File: src/vgl_queue.sv
`timescale 1ns / 1ps

module vgl_queue
#(
    parameter int WIDTH = 8,
    parameter int DEPTH = 2,
    localparam int PTR_W = (DEPTH > 1) ? $clog2(DEPTH) : 1,
    localparam int CNT_W = $clog2(DEPTH + 1)
)
(
    input  logic             clk,
    input  logic             rst_n,
    input  logic             push,
    input  logic [WIDTH-1:0] push_data,
    output logic             full,
    input  logic             pop,
    output logic             valid,
    output logic [WIDTH-1:0] pop_data
);

    logic [WIDTH-1:0] slot_reg [DEPTH];
    logic [PTR_W-1:0] wr_ptr_reg;
    logic [PTR_W-1:0] wr_ptr_next;
    logic [PTR_W-1:0] rd_ptr_reg;
    logic [PTR_W-1:0] rd_ptr_next;
    logic [CNT_W-1:0] count_reg;
    logic [CNT_W-1:0] count_next;

    assign full     = (count_reg == CNT_W'(DEPTH));
    assign valid    = (count_reg != '0);
    assign pop_data = slot_reg[rd_ptr_reg];

    // Pointer and fill count updates, wrapping at the depth.
    always_comb
    begin
        wr_ptr_next = wr_ptr_reg;
        rd_ptr_next = rd_ptr_reg;
        count_next  = count_reg;
        if (push)
        begin
            wr_ptr_next = (wr_ptr_reg == PTR_W'(DEPTH - 1)) ? '0 : wr_ptr_reg + 1'b1;
        end
        if (pop)
        begin
            rd_ptr_next = (rd_ptr_reg == PTR_W'(DEPTH - 1)) ? '0 : rd_ptr_reg + 1'b1;
        end
        if (push && !pop)
        begin
            count_next = count_reg + 1'b1;
        end
        else if (pop && !push)
        begin
            count_next = count_reg - 1'b1;
        end
    end

    always_ff @(posedge clk or negedge rst_n)
    begin
        if (!rst_n)
        begin
            wr_ptr_reg <= '0;
            rd_ptr_reg <= '0;
            count_reg  <= '0;
        end
        else
        begin
            wr_ptr_reg <= wr_ptr_next;
            rd_ptr_reg <= rd_ptr_next;
            count_reg  <= count_next;
        end
    end

    // Entry storage.
    always_ff @(posedge clk)
    begin
        if (push)
        begin
            slot_reg[wr_ptr_reg] <= push_data;
        end
    end

endmodule

File: config.mk
export PLATFORM = sky130hd
export DESIGN_NAME = vgl_queue
export DESIGN_NICKNAME = d
export VERILOG_FILES = /design/src/vgl_queue.sv
export SDC_FILE = /design/constraint.sdc
export NUM_CORES = 1
export LEC_CHECK = 0
export BUFFER_PORTS_ARGS = -buffer_cell sky130_fd_sc_hd__buf_2
export CAP_MARGIN = 20
export CORE_ASPECT_RATIO = 0.9
export CORE_MARGIN = 5
export CORE_UTILIZATION = 44
export DETAILED_ROUTE_END_ITERATION = 12
export PLACE_DENSITY = 0.79
export RECOVER_POWER = 25
export SYNTH_ARGS = -nofsm -noshare
export SYNTH_HDL_FRONTEND = slang
export SYNTH_SLANG_ARGS = --single-unit
File: constraint.sdc
create_clock -name clk -period 1.2 [get_ports clk]
set_input_delay 0.12 -clock clk [delete_from_list [all_inputs] [get_ports clk]]
set_output_delay 0.12 -clock clk [all_outputs]
set_load 0.01 [all_outputs]
==> out/results.md <==
| Metric | Reported |
| --- | --- |
| Number of cells in the finished layout apart from fillers | 98 |
| Flop-to-flop setup slack | 0.09 ns |
| Post-synthesis compound-gate area fraction | 0% |
| First-pass detailed-route iteration total | 4 |
| Wire length of the first global-routing pass | 1910 um |
| Number of failing hold endpoints at the final stage | 0 |
| Gr usage total | 10.1% |
| Root buf cell | clkbuf_4 |
| Worst path setup slack after routing | -0.186 ns |
| Die extent in y | 49.8 um |
| Reg-to-reg endpoint | slot_reg[1][5]$_DFFE_PP_ |
| Violated checks | negative setup slack |
| Combinational family with the most area after synthesis | multiplexers |
| Result of the run | finished with violations |
| Setup CP Type | reg2out |
| Worst Path Arrival | 1.27 ns |
| Post-Synthesis Net Count | 54 |
| R2r worst-path depth | 1 |
| Achievable Freq | 721 MHz |
| Full die area | 2700 sq um |
| Final Critical Period | 1.39 ns |
| Port Buffers | 21 |
| Largest net degree at the start of global routing | 11 |
| Capturing element type of the critical path | output pin |
| RSZ-0062 raised after global routing | true |
| Filler Cell Count | 135 |
| Mean cell area of the mapped netlist | 18.9 sq um |
| Post-route total power | 2.37 mW |
| Number of nets at the end of the flow | 89 |
| Cell types occupying the most area after synthesis | edfxtp_1 62%, dfrtp_1 13%, mux2_2 12% |
| Total number of placement rows | 14 |
| Max-Slew Margin vs Limit | 74.2% |
| Slew at the pin with the worst max-slew slack | 0.387 ns |
| Routability cong. | 0.664 |
| Maximum clock skew at final layout | 0.00259 ns |
| Multiplexer share of the synthesized area | 11.7% |
| Fraction of the cycle the final worst path needs | 116% |
| Required time of the critical path | 1.08 ns |
| Yosys top cell by area | edfxtp_1 |
| Count of unique library cells instantiated by Yosys | 13 |
| Number of flip-flops and latches in the synthesized netlist | 20 |
| Post-synthesis simple-gate area fraction | 4.05% |
| GRT Residual Overflow | 0 |
| Hold path startpoint | push_data[4] |
| Number of antenna repair diodes | 0 |
| Clock transition time at the flip-flop clock pins of the worst setup and hold paths | 0.10 ns |
| Startpoint of the worst-slack reg-to-reg timing path | wr_ptr_reg$_DFFE_PN0P_ |
| Maximum vdd drop | 0.00162 V |
| Setup TNS Final | -1.43 ns |
| Vias per std cell | 4.54 |
| Vias | 445 |
| Reported leakage power | 0.443 nW |
| Starting density of the core | 46.5% |
| Share of layout cells above drive strength 1 | 56.8% |
| Top-area cell type share of the netlist area | 62.1% |
| MaxCap Viol Count | 0 |
| Wire length reported by the detailed router | 1290 um |
| Core outline area | 1660 sq um |
| Share of synthesized area occupied by flip-flops and latches | 75.1% |
| CTS tree | built |
| Count of pins on the block boundary | 22 |
| Power density normalized to cell area | 2210 nW/um^2 |
| Cts bufs inserted | 3 |
| ANT nets after route | 0 |
| Antenna violations before repair | 0 |
| Area added between synthesis and finish | 39.2% |
| Type of the tightest min-delay check | in2reg |
| Final routed wire length divided by cell count | 13.2 um |
| Count of mapped cells out of synthesis | 41 |
| Post-route DRC violation count | 0 |
| Final max-slew violation count | 0 |
| Xor-xnor portion of the synthesized cell area | 5.66% |
| Hold Path Stages | 1 |
| Netlist area before placement | 773 sq um |
| Vias in the first global route | 470 |
| First DRT Iteration DRCs | 2 |
| Adder-cell area share of the yosys netlist | 1.62% |
| Die width | 54.2 um |
| Post-detailed-placement half-perimeter wirelength | 870 um |
| Clock insertion delay at the later pin of the skew report | 0.29 ns |
| Number of sinks handled by clock tree synthesis | 20 |
| Final setup vio count | 8 |
| Number of flip-flops under the largest register name | 16 |
| Synthesis Warnings | 0 |
| Max Fanout on Critical Path | 5 |
| Cell count after placement | 86 |
| Crit path launch type | flip-flop |
| Worst hold slack across all endpoints | 0.0185 ns |
| H-tree lvl count | 1 |
| Worst-case clock buffer depth | 2 |
| Worst Hold Path EP | slot_reg[1][4]$_DFFE_PP_ |
[worst max path at each step]
stage	cells past startpoint	endpoint	startpoint	slack, ns
after floorplan	1	slot_reg[0][0]$_DFFE_PP_	wr_ptr_reg$_DFFE_PN0P_	0.04
after global placement	2	pop_data[7]	rd_ptr_reg$_DFFE_PN0P_	0.003
after detailed placement	2	pop_data[7]	rd_ptr_reg$_DFFE_PN0P_	0.007
after CTS	3	pop_data[7]	rd_ptr_reg$_DFFE_PN0P_	-0.19
after global routing	3	pop_data[4]	rd_ptr_reg$_DFFE_PN0P_	-0.24
final	3	pop_data[3]	rd_ptr_reg$_DFFE_PN0P_	-0.19
[worst max-delay path, cell delays in order (launching register included)]
cell and delay [ns]:
dfrtp_2 0.39, buf_6 0.13, mux2_2 0.34, buf_6 0.12
[final cells by class]
class | instances | area [sq um] | share of cell area [%]
flip-flops and latches | 20 | 582 | 54.1
repair buffers | 31 | 258 | 24.0
multi-input cells | 19 | 180 | 16.7
well taps | 24 | 30.0 | 2.79
clock buffers | 3 | 22.5 | 2.09
inverters | 1 | 3.75 | 0.349
[cells in the mapped netlist]
cell,n
and2b_2,1
xor2_1,4
nor2_1,1
dfrtp_1,4
inv_1,1
nor2b_1,1
edfxtp_1,16
mux2_2,8
xnor2_1,1
buf_6,1
and2_1,1
or2_2,1
ha_1,1
[timing repair]
action,in CTS,in global routing
pin swaps,0,0
buffers inserted,5,1
hold buffers,1,2
endpoints found under the setup margin,10,10
resized for setup,15,1
endpoints found under the hold margin,4,4
[cell families (layout without fill, tap and decap cells)]
| family | count (synthesis) | after routing |
|---|---|---|
| AND/OR/NAND/NOR | 5 | 5 |
| flip-flops | 20 | 20 |
| buffers and inverters | 2 | 35 |
| XOR/XNOR | 5 | 5 |
| multiplexers | 8 | 8 |
| adder cells (fa/ha/maj) | 1 | 1 |
[power breakdown]
group,switching (mW),internal [mW]
Combinational,0.406,0.651
Sequential,0.0795,0.946
Clock,0.174,0.117
Total,0.659,1.71
[stage by stage]
step	utilization [%]	setup WS, ns	instance area [sq um]
2_1_floorplan	-	0.0383	773
3_3_place_gp	54.4	0.00349	905
3_5_place_dp	54.4	0.00717	905
4_1_cts	62.6	-0.189	1040
5_1_grt	64.7	-0.239	1080
6_report	64.7	-0.186	1080
[cell usage in the layout (no fill, tap or decap), drive strengths merged]
cell,count
buf,28
nor2b,1
inv,1
nor2,1
and2,1
and2b,1
or2,1
edfxtp,16
ha,1
xnor2,1
xor2,4
clkbuf,3
dfrtp,4
mux2,8
dlygate4sd3,3
[layer usage]
metal | vias to the layer above | track usage [%] | part of all wire [%]
met4 | 0 | 3.73 | 0
met5 | - | 0 | 0
met2 | 15 | 16.9 | 56
li1 | 214 | - | -
met3 | 0 | 5.12 | 6.7
met1 | 216 | 10.3 | 37
Power figures use the tool's default switching activity.
